--- src/hdl/spq_pkg.sv ---
// Shared types, sizes and codes for the sorted priority queue.
// No dependencies; imported by every module of the block.
`timescale 1ns / 1ps
`default_nettype none

package spq_pkg;

	localparam int DEPTH    = 16;
	localparam int KEY_BITS = 32;
	localparam int PRI_BITS = 32;
	localparam int CNT_BITS = $clog2(DEPTH + 1);

	typedef enum logic [1:0] {
		FUNC_ENQ   = 2'd0,
		FUNC_DEQ   = 2'd1,
		FUNC_CHG   = 2'd2,
		FUNC_CLEAR = 2'd3
	} func_t;

	typedef enum logic [1:0] {
		STAT_OK        = 2'd0,
		STAT_EMPTY     = 2'd1,
		STAT_NOT_FOUND = 2'd2,
		STAT_FULL      = 2'd3
	} status_t;

	typedef enum logic [1:0] {
		ST_IDLE,
		ST_REINS,
		ST_DONE
	} state_t;

	// Operation broadcast to every cell of the chain.
	typedef struct packed {
		logic                       ins;
		logic                       rem;
		logic                       rem_head;
		logic [KEY_BITS-1:0]        key;
		logic signed [PRI_BITS-1:0] pri;
	} chain_op_t;

endpackage

`default_nettype wire

--- src/hdl/spq_cell.sv ---
// One slot of the sorted chain: holds a key and priority, trades with its neighbors.
// Depends on spq_pkg.
`timescale 1ns / 1ps
`default_nettype none

module spq_cell
	import spq_pkg::*;
(
	input  wire logic                       clk,
	input  wire chain_op_t                  op,
	input  wire logic                       valid,
	input  wire logic [KEY_BITS-1:0]        left_key,
	input  wire logic signed [PRI_BITS-1:0] left_pri,
	input  wire logic                       left_before,
	input  wire logic [KEY_BITS-1:0]        right_key,
	input  wire logic signed [PRI_BITS-1:0] right_pri,
	input  wire logic                       seen_in,
	output logic [KEY_BITS-1:0]             key,
	output logic signed [PRI_BITS-1:0]      pri,
	output logic                            ahead,
	output logic                            seen_out
);

	logic [KEY_BITS-1:0]        key_q;
	logic signed [PRI_BITS-1:0] pri_q;
	logic                       match;
	logic                       take_left;
	logic                       take_new;
	logic                       take_right;

	// New entry belongs at or ahead of this slot (empty slots always qualify).
	assign ahead = !valid || (pri_q > op.pri) || (pri_q == op.pri && op.key <= key_q);

	assign match    = valid && (key_q == op.key);
	assign seen_out = seen_in || match;

	assign take_left  = op.ins && ahead && left_before;
	assign take_new   = op.ins && ahead && !left_before;
	// Removal: dequeue shifts everything, change shifts from the first match on.
	assign take_right = op.rem && (op.rem_head || seen_in || match);

	always_ff @(posedge clk) begin
		priority if (take_left) begin
			key_q <= left_key;
			pri_q <= left_pri;
		end else if (take_new) begin
			key_q <= op.key;
			pri_q <= op.pri;
		end else if (take_right) begin
			key_q <= right_key;
			pri_q <= right_pri;
		end
	end

	assign key = key_q;
	assign pri = pri_q;

endmodule

`default_nettype wire

--- src/hdl/sorted_priority_queue.sv ---
// Top level of the sorted priority queue: request control, occupancy and result register.
// Depends on spq_pkg and spq_cell.
`timescale 1ns / 1ps
`default_nettype none

// Bounded priority queue of DEPTH entries held in ascending (priority, key) order in a
// row of cells, the head in cell 0. An enqueue, dequeue or clear updates the whole row on
// the edge it is accepted; the request then passes through ST_DONE and the registered
// out_valid. A change priority that finds its key also passes ST_REINS, removing the
// entry on the accepting edge and inserting it again from ST_REINS. One request is in
// flight at a time; the next one is taken as soon as the previous result is taken, or on
// the same edge, so no new request goes in before the last one's result is out. Each
// request gives one result describing the queue afterwards; an empty queue reports a
// zero head.
module sorted_priority_queue
	import spq_pkg::*;
(
	input  wire logic                       clk,
	input  wire logic                       arst_n,
	input  wire logic                       in_valid,
	output logic                            in_ready,
	input  wire logic [1:0]                 func,
	input  wire logic [KEY_BITS-1:0]        item_key,
	input  wire logic signed [PRI_BITS-1:0] item_priority,
	output logic                            out_valid,
	input  wire logic                       out_ready,
	output logic [KEY_BITS-1:0]             taken_key,
	output logic [KEY_BITS-1:0]             head_key,
	output logic signed [PRI_BITS-1:0]      head_priority,
	output logic                            is_empty,
	output logic [CNT_BITS-1:0]             entry_count,
	output logic [1:0]                      status
);

	state_t                     state_q, state_d;
	logic [CNT_BITS-1:0]        count_q;
	logic                       out_valid_q;
	logic [KEY_BITS-1:0]        key_q;
	logic signed [PRI_BITS-1:0] pri_q;
	logic [KEY_BITS-1:0]        taken_q;
	status_t                    status_q;
	logic [KEY_BITS-1:0]        taken_key_q;
	logic [KEY_BITS-1:0]        head_key_q;
	logic signed [PRI_BITS-1:0] head_pri_q;
	logic                       is_empty_q;
	logic [CNT_BITS-1:0]        entry_count_q;
	status_t                    status_out_q;

	func_t     req_func;
	logic      accept;
	logic      q_empty;
	logic      q_full;
	logic      found;
	chain_op_t op;

	logic [KEY_BITS-1:0]        cell_key    [DEPTH];
	logic signed [PRI_BITS-1:0] cell_pri    [DEPTH];
	logic                       cell_before [DEPTH];
	logic                       cell_seen   [DEPTH];

	assign req_func = func_t'(func);
	assign accept   = in_valid && in_ready;
	assign q_empty  = (count_q == '0);
	assign q_full   = (count_q == CNT_BITS'(DEPTH));
	assign found    = cell_seen[DEPTH-1];

	// next state
	always_comb begin
		state_d = state_q;
		unique case (state_q)
			ST_IDLE: begin
				if (accept) begin
					if (req_func == FUNC_CHG && !q_empty && found)
						state_d = ST_REINS;
					else
						state_d = ST_DONE;
				end
			end
			ST_REINS: state_d = ST_DONE;
			ST_DONE:  state_d = ST_IDLE;
			default:  state_d = ST_IDLE;
		endcase
	end

	// outputs: ready and the operation driven into the chain
	always_comb begin
		in_ready    = 1'b0;
		op.ins      = 1'b0;
		op.rem      = 1'b0;
		op.rem_head = 1'b0;
		op.key      = item_key;
		op.pri      = item_priority;
		unique case (state_q)
			ST_IDLE: begin
				in_ready    = !out_valid_q || out_ready;
				op.ins      = in_valid && in_ready && req_func == FUNC_ENQ && !q_full;
				op.rem      = in_valid && in_ready && !q_empty &&
				              (req_func == FUNC_DEQ || req_func == FUNC_CHG);
				op.rem_head = req_func == FUNC_DEQ;
			end
			ST_REINS: begin
				op.ins = 1'b1;
				op.key = key_q;
				op.pri = pri_q;
			end
			ST_DONE: ;
			default: ;
		endcase
	end

	for (genvar i = 0; i < DEPTH; i++) begin : g_cell
		logic                       valid;
		logic [KEY_BITS-1:0]        lkey;
		logic signed [PRI_BITS-1:0] lpri;
		logic                       lbefore;
		logic                       lseen;
		logic [KEY_BITS-1:0]        rkey;
		logic signed [PRI_BITS-1:0] rpri;

		assign valid = CNT_BITS'(i) < count_q;

		if (i == 0) begin : g_first
			assign lkey    = op.key;
			assign lpri    = op.pri;
			assign lbefore = 1'b0;
			assign lseen   = 1'b0;
		end else begin : g_mid
			assign lkey    = cell_key[i-1];
			assign lpri    = cell_pri[i-1];
			assign lbefore = cell_before[i-1];
			assign lseen   = cell_seen[i-1];
		end

		// last cell pulls its own contents; it falls out of range by the count drop
		if (i == DEPTH - 1) begin : g_last
			assign rkey = cell_key[i];
			assign rpri = cell_pri[i];
		end else begin : g_inner
			assign rkey = cell_key[i+1];
			assign rpri = cell_pri[i+1];
		end

		spq_cell u_cell (
			.clk        (clk),
			.op         (op),
			.valid      (valid),
			.left_key   (lkey),
			.left_pri   (lpri),
			.left_before(lbefore),
			.right_key  (rkey),
			.right_pri  (rpri),
			.seen_in    (lseen),
			.key        (cell_key[i]),
			.pri        (cell_pri[i]),
			.ahead      (cell_before[i]),
			.seen_out   (cell_seen[i])
		);
	end

	always_ff @(posedge clk or negedge arst_n) begin
		if (!arst_n) begin
			state_q     <= ST_IDLE;
			count_q     <= '0;
			out_valid_q <= 1'b0;
		end else begin
			state_q <= state_d;
			if (accept) begin
				unique case (req_func)
					FUNC_ENQ:   if (!q_full) count_q <= count_q + 1'b1;
					FUNC_DEQ:   if (!q_empty) count_q <= count_q - 1'b1;
					FUNC_CHG:   if (!q_empty && found) count_q <= count_q - 1'b1;
					FUNC_CLEAR: count_q <= '0;
					default:    ;
				endcase
			end else if (state_q == ST_REINS) begin
				count_q <= count_q + 1'b1;
			end
			if (state_q == ST_DONE)
				out_valid_q <= 1'b1;
			else if (out_ready)
				out_valid_q <= 1'b0;
		end
	end

	always_ff @(posedge clk) begin
		if (accept) begin
			key_q    <= item_key;
			pri_q    <= item_priority;
			taken_q  <= '0;
			status_q <= STAT_OK;
			unique case (req_func)
				FUNC_ENQ: if (q_full) status_q <= STAT_FULL;
				FUNC_DEQ: begin
					if (q_empty)
						status_q <= STAT_EMPTY;
					else
						taken_q <= cell_key[0];
				end
				FUNC_CHG: begin
					if (q_empty)
						status_q <= STAT_EMPTY;
					else if (!found)
						status_q <= STAT_NOT_FOUND;
				end
				FUNC_CLEAR: ;
				default:    ;
			endcase
		end
		if (state_q == ST_DONE) begin
			taken_key_q   <= taken_q;
			head_key_q    <= q_empty ? '0 : cell_key[0];
			head_pri_q    <= q_empty ? '0 : cell_pri[0];
			is_empty_q    <= q_empty;
			entry_count_q <= count_q;
			status_out_q  <= status_q;
		end
	end

	assign out_valid     = out_valid_q;
	assign taken_key     = taken_key_q;
	assign head_key      = head_key_q;
	assign head_priority = head_pri_q;
	assign is_empty      = is_empty_q;
	assign entry_count   = entry_count_q;
	assign status        = status_out_q;

endmodule

`default_nettype wire

--- config.mk ---
export PLATFORM = sky130hd
export DESIGN_NAME = sorted_priority_queue
export DESIGN_NICKNAME = d
export VERILOG_FILES = /design/src/hdl/spq_pkg.sv /design/src/hdl/spq_cell.sv /design/src/hdl/sorted_priority_queue.sv
export SDC_FILE = /design/constraint.sdc
export NUM_CORES = 2
export LEC_CHECK = 0
export BUFFER_PORTS_ARGS = -buffer_cell sky130_fd_sc_hd__buf_2
export CORE_MARGIN = 8
export CORE_UTILIZATION = 27
export CTS_BUF_LIST = sky130_fd_sc_hd__clkbuf_4
export CTS_CLUSTER_DIAMETER = 30
export DETAILED_ROUTE_END_ITERATION = 7
export GPL_TIMING_DRIVEN = 1
export PLACE_DENSITY_LB_ADDON = 0.05
export SKIP_LAST_GASP = 1
export SLEW_MARGIN = 40
export SYNTH_ARGS = -nofsm -noshare
export SYNTH_HDL_FRONTEND = slang
export SYNTH_SLANG_ARGS = --single-unit
export TNS_END_PERCENT = 30
--- constraint.sdc ---
create_clock -name clk -period 22.8 [get_ports clk]
set_input_delay 3.42 -clock clk [delete_from_list [all_inputs] [get_ports clk]]
set_output_delay 3.42 -clock clk [all_outputs]
set_load 0.05 [all_outputs]
Word-level counts from Yosys, hierarchy flattened:

Cells that the tools add are included.

* add/sub/neg operators: 2
* $mul: 0
* divide/modulo/power cells: 0
* order comparisons: 48
* eq/ne operators: 42
* shift-type cells: 0
* multiplexer cells: 113
* bitwise logic cells: 0
* reduce and logical (&&, ||, !) cells: 235

Operators with widths (count)
* 2-to-1 mux 32 bit: 93
* == test 32 bit: 32
* greater-than comparator 32 bit: 16
* <= comparator 32 bit: 16
* logical AND 1 bit: 102
* logical OR 1 bit: 77
* 2-to-1 mux 64 bit: 1
* nonzero test 3 bit: 14
* < comparator 4 x 5 -> 1 bit (first input constant): 8
* logical NOT 1 bit: 34
* 2-to-1 mux 5 bit: 5
* < comparator 3 x 5 -> 1 bit (first input constant): 4
* one-hot mux 5 bit (4 select lines): 1
* 2-to-1 mux 2 bit: 6
* < comparator 1 x 5 -> 1 bit (first input constant): 2
* < comparator 2 x 5 -> 1 bit (first input constant): 2
* nonzero test 2 bit: 4
* == test 2 bit (second input constant): 3
* inequality test 3 bit (second input constant): 2
* one-hot mux 2 bit (3 select lines): 1
* adder 5 x 1 -> 5 bit (second input constant): 1
* == test 5 bit (second input constant): 1
* logical NOT 5 bit: 1
* subtractor 5 x 1 -> 5 bit (second input constant): 1
* 8 further kinds: 13

* bits in registers: 1234
* bits in latches: 0
* bits in writable memories: 0
* bits in read-only memories: 0
* input port bits: 70
* output and inout bits: 106
* memories kept: 0

Logic depth before layout (Yosys ltp):

* depth in word-level cells: 23
* mapped depth: 21
* depth with buffers taken out: 14

By module:

A second synthesis with hierarchy kept.

* cell total of the unflattened synthesis: 13679
* area total of the unflattened synthesis: 121576.6 µm²

Modules (own cells, without submodules)
* spq_cell: instances 16, cells each 824, area each 7075.5 µm², sequential area each 1921.8 µm²
* sorted_priority_queue: instances 1, cells each 495, area each 8368.0 µm², sequential area each 6266.0 µm²

Worst setup path after synthesis:

OpenSTA, ideal clock, no wires.

* path type: input port to flip-flop
* start point: input out_ready
* end point: register g_cell[2].u_cell.key_q[0] (enable)
* library setup time: 0.574 ns
* arrival time: 16.338 ns
* path slack: 5.888 ns
* cell stages on the path: 5
* buffers on the path: 1
* cells stage by stage: nor2b_1 nor3_1 nand3_1 clkbuf_1 o21ai_0

* longest elaborated chain between the ends: 8
* elaborated cells between the ends (all ways): 13

Ends and longest elaborated chain
* start: declaration: RTL line sorted_priority_queue.sv:26 `input wire logic out_ready,`
* logical OR 1 bit *: RTL line sorted_priority_queue.sv:95 `in_ready = !out_valid_q || out_ready;`
* logical AND 1 bit *: RTL line sorted_priority_queue.sv:96, sorted_priority_queue.sv:97
* logical AND 1 bit (2 in a row): RTL line sorted_priority_queue.sv:96 `op.ins = in_valid && in_ready && req_func == FUNC_ENQ && !q_full;`
* one-hot mux 1 bit (2 select lines): RTL line sorted_priority_queue.sv:93 `unique case (state_q)`
* logical AND 1 bit: RTL line spq_cell.sv:37, spq_cell.sv:38
* logical AND 1 bit (on tied branches): RTL line spq_cell.sv:38, spq_cell.sv:37
* nonzero test 3 bit (no line) *
* end signal: assignment: RTL line spq_cell.sv:44 `key_q <= left_key;`
* end signal: assignment: RTL line spq_cell.sv:47 `key_q <= op.key;`
* end signal: assignment: RTL line spq_cell.sv:50 `key_q <= right_key;`
* end: declaration: RTL line spq_cell.sv:24 `logic [KEY_BITS-1:0] key_q;`

Every way passes the cells marked *; elsewhere a longest branch is shown, timed or not.
A chain may end at the register's enable or synchronous reset.

Final worst setup path:

* start point: input item_priority[25]
* end point: register g_cell[13].u_cell.key_q[12] (enable)

* longest elaborated chain between the ends: 7
* elaborated cells between the ends (all ways): 16

Ends and longest elaborated chain
* start: declaration: RTL line sorted_priority_queue.sv:24 `input wire logic signed [PRI_BITS-1:0] item_priority,`
* 2-to-1 mux 64 bit *: RTL line sorted_priority_queue.sv:93
* greater-than comparator 32 bit or == test 32 bit (tied branches): RTL line spq_cell.sv:32 `assign ahead = !valid || (pri_q > op.pri) || (pri_q == op.pri && op.key <= key_q);`
* logical OR 1 bit or logical AND 1 bit (tied branches): RTL line spq_cell.sv:32
* logical OR 1 bit: RTL line spq_cell.sv:32
* logical AND 1 bit or logical NOT 1 bit (tied branches): RTL line spq_cell.sv:37, spq_cell.sv:38
* logical AND 1 bit (on tied branches): RTL line spq_cell.sv:38, spq_cell.sv:37
* nonzero test 3 bit (no line) *
* end signal: assignment: RTL line spq_cell.sv:44
* end signal: assignment: RTL line spq_cell.sv:47
* end signal: assignment: RTL line spq_cell.sv:50
* end: declaration: RTL line spq_cell.sv:24

Marked as above.

==> results.toml <==
[run_status]
status = "completed"

[placement]
preCtsSetupSlack_ns = 12.91
dp_hpwl_um = 231500
port-buffer-count = 175
gp_congestion = 0.8286

[sta]
grt_setup_unrepaired = "false"
hold_violations = 0
fmax_mhz = 117.0
tightestPinTransition_ns = 0.9659
finalClockSkew_ns = 0.1055
setup_viol = 0
fin_crit_sh = 0.3748
maxSlewHeadroom = 0.3511
tns_ns = 0
fin_ws_ns = 14.25
slew_violations = 0
fin_crit_ns = 8.546

[yosys]
yosysSeqAreaShare = 0.4419
synth_top_area_frac = 0.4395
ys_ff_latch = 1234
ys_async_sr_fraction = 0.006483
synth-main-ff-cell = "edfxtp_1"
synth.avg_cell_area_um2 = 9.832
yosysTopAreaCell = "edfxtp_1"
synth_cell_types = 85
netlist_area_um2 = 83760
synth_edf_count = 1226
synth_warnings = 0
synthCells = 8519
synth_area_leaders = "edfxtp_1, ha_1, mux2i_1, o21ai_0, nand2_1"
synth_nets = 9621

[cells_and_area]
drive_gt1_frac = 0.1332
final_nets = 10023
syn2layout_area_growth_pct = 14.14
fill_cells = 32734

[critical_path]
worstPathCellList = "buf_2 -> nand2_1 -> nand2_1 -> clkinv_1 -> buf_4 -> ha_1 -> nand4_1 -> nor4_1 -> nand3_1 -> and3b_1 -> mux2_2 -> or3_4 -> nand3_4 -> buf_4"
critPathTopFamily = "simple AND/OR/NAND/NOR gates"
worst_setup_path_start_kind = "input pin"
critPathSlowestCell = "or3_4"
endpoint_kind = "register"
critPathKind = "input pin to register"
critPathBufInv = 4
cpPeakStageDelay_ns = 0.77
cp_max_fo = 66
cp.arrival_ns = 9.38
cp.required_ns = 23.64
r2r_cells = 16
cp.depth = 14

[floorplan]
rows = 204
initial_core_util = 0.2712
die_x_um = 573.0
die_area_um2 = 328300
coreArea_um2 = 308800
die-height_um = 573.0
pin_count = 176

[routing]
drtIter0Drc = 3366
wl_per_cell_um = 22.72
vias = 66386
drtPass1Iterations = 8
vias_per_cell = 4.964
routed_wl_um = 303900
drc = 0
drtAntennaViolNets = 0

[power]
power_per_cell_area_nw_per_um2 = 79.16
p_comb_frac = 0.289
irDropWorstVdd_mv = 0.04598
p_leak_nw = 40.63
clockPowerShare = 0.322
seqPwrFrac = 0.389
switching_share = 0.3645
p_sw_mw = 2.758
power_mw = 7.568
intPower_mw = 4.810

[clock_network]
cts_buffers = 443
h-tree-depth = 5
numClockSinks = 1234
worstSkewPairLatency_ns = 1.29
cts_tree = "built"
cts_buffer_depth = 4
cts.repair.resized = 0
postCtsSetupRepairBufs = 0
holdBufCountCts = 0
clockRootBuffer = "clkbuf_4"
clk_pin_slew_ns = 0.06

[global_routing]
antenna_found_initial = 7
grt_pass1_wl_um = 451800
grtUsageTotal = 0.1785
grt_overflow_total = 0
grt_max_degree = 73
grt_pass1_vias = 69680

[worst_hold_path]
min_path_cells = 0
holdCritPathClass = "register to register"

[job]
cap_violations = 0
[registers in the layout, summed over array words and instances, names as in the netlist]
register,count
count_q,5
entry_count,5
g_cell.u_cell.key,512
g_cell.u_cell.pri,512
head_key,32
head_priority,32
is_empty,1
key_q,32
out_valid,1
pri_q,32
state_q,2
status,2
status_q,2
taken_key,32
taken_q,32
[cell type report]
class                      count  area [µm²]  share of cell area
antenna                        6       15.01           0.0001570
clock buffer                 596        4474             0.04680
clock inverter               175       885.9            0.009266
inverter                     593        2226             0.02328
multi-input combinational   6273       43340              0.4533
sequential                  1234       37020              0.3872
tap                         4120        5155             0.05392
timing repair buffer         376        2495             0.02610
[Yosys cell counts (50+ instances only)]
cell type	count
clkbuf_1	306
nand3_1	128
nor4_1	50
nor3_1	72
ha_1	1032
mux2i_1	577
mux2_2	88
inv_1	559
edfxtp_1	1226
nor2_1	320
nand2_1	1322
a21o_1	88
o21ai_0	1143
nand4_1	214
a21oi_1	693
buf_2	75
[power groups by stage]
stage	logic, mW	registers [mW]	clock network, mW
6_report	2.19	2.94	2.44
5_1_grt	2.45	2.96	2.67
4_1_cts	2.22	2.95	2.56
3_5_place_dp	2.21	3.00	0
3_3_place_gp	2.18	3.00	0
2_1_floorplan	1.46	3.04	0
[layout by cell type (no fill, tap or decap), types with 163 or more instances in the layout]
cell | Yosys | routed
inv_1 | 559 | 559
nand2_1 | 1322 | 1311
buf_4 | 12 | 184
o21ai_0 | 1143 | 1132
clkinv_1 | 34 | 163
nor2_1 | 320 | 319
nand4_1 | 214 | 214
edfxtp_1 | 1226 | 1226
ha_1 | 1032 | 1032
clkbuf_4 | 0 | 596
a21oi_1 | 693 | 689
mux2i_1 | 577 | 577
buf_2 | 75 | 175
[metal layers]
metal,global-route usage,wire length [µm],up-vias
met4,0.05120,8467,0
met2,0.3183,150800,1174
li1,-,-,32396
met5,0,0,-
met3,0.02148,9395,516
met1,0.2262,135200,32300
[logic make-up after synthesis]
logic type                 synth area share
adders and majority gates            0.1542
and+or+nand+nor                      0.1243
buffers and inverters               0.04773
muxes                               0.08787
AOI/OAI and AO/OA                    0.1440
DFF                                  0.4419
[stage by stage]
| step | area (µm²) | hold WS, ns | util | instances |
|---|---|---|---|---|
| floorplan | 83760 | 0.4003 | - | 8519 |
| global placement | 89880 | 0.4077 | 0.2910 | 12589 |
| detailed placement | 90150 | 0.4054 | 0.2919 | 12594 |
| CTS | 95510 | 0.4183 | 0.3093 | 13365 |
| global route | 95600 | 0.4195 | 0.3095 | 13370 |
| finish | 95600 | 0.4159 | 0.3096 | 13373 |
[worst paths after layout]
kind | endpoint | slack, ns | start
hold / removal | taken_key[13] | 0.42 | taken_q[13]
hold reg to reg | taken_key[13] | 0.42 | taken_q[13]
max in group asynchronous | count_q[3] | 20.48 | arst_n
setup / recovery | g_cell[13].u_cell.key[12] | 14.25 | item_priority[25]
min in group asynchronous | out_valid | 2.06 | arst_n
setup reg to reg | g_cell[13].u_cell.key[12] | 14.67 | state_q[0]
(Power assumes the default switching activity.)
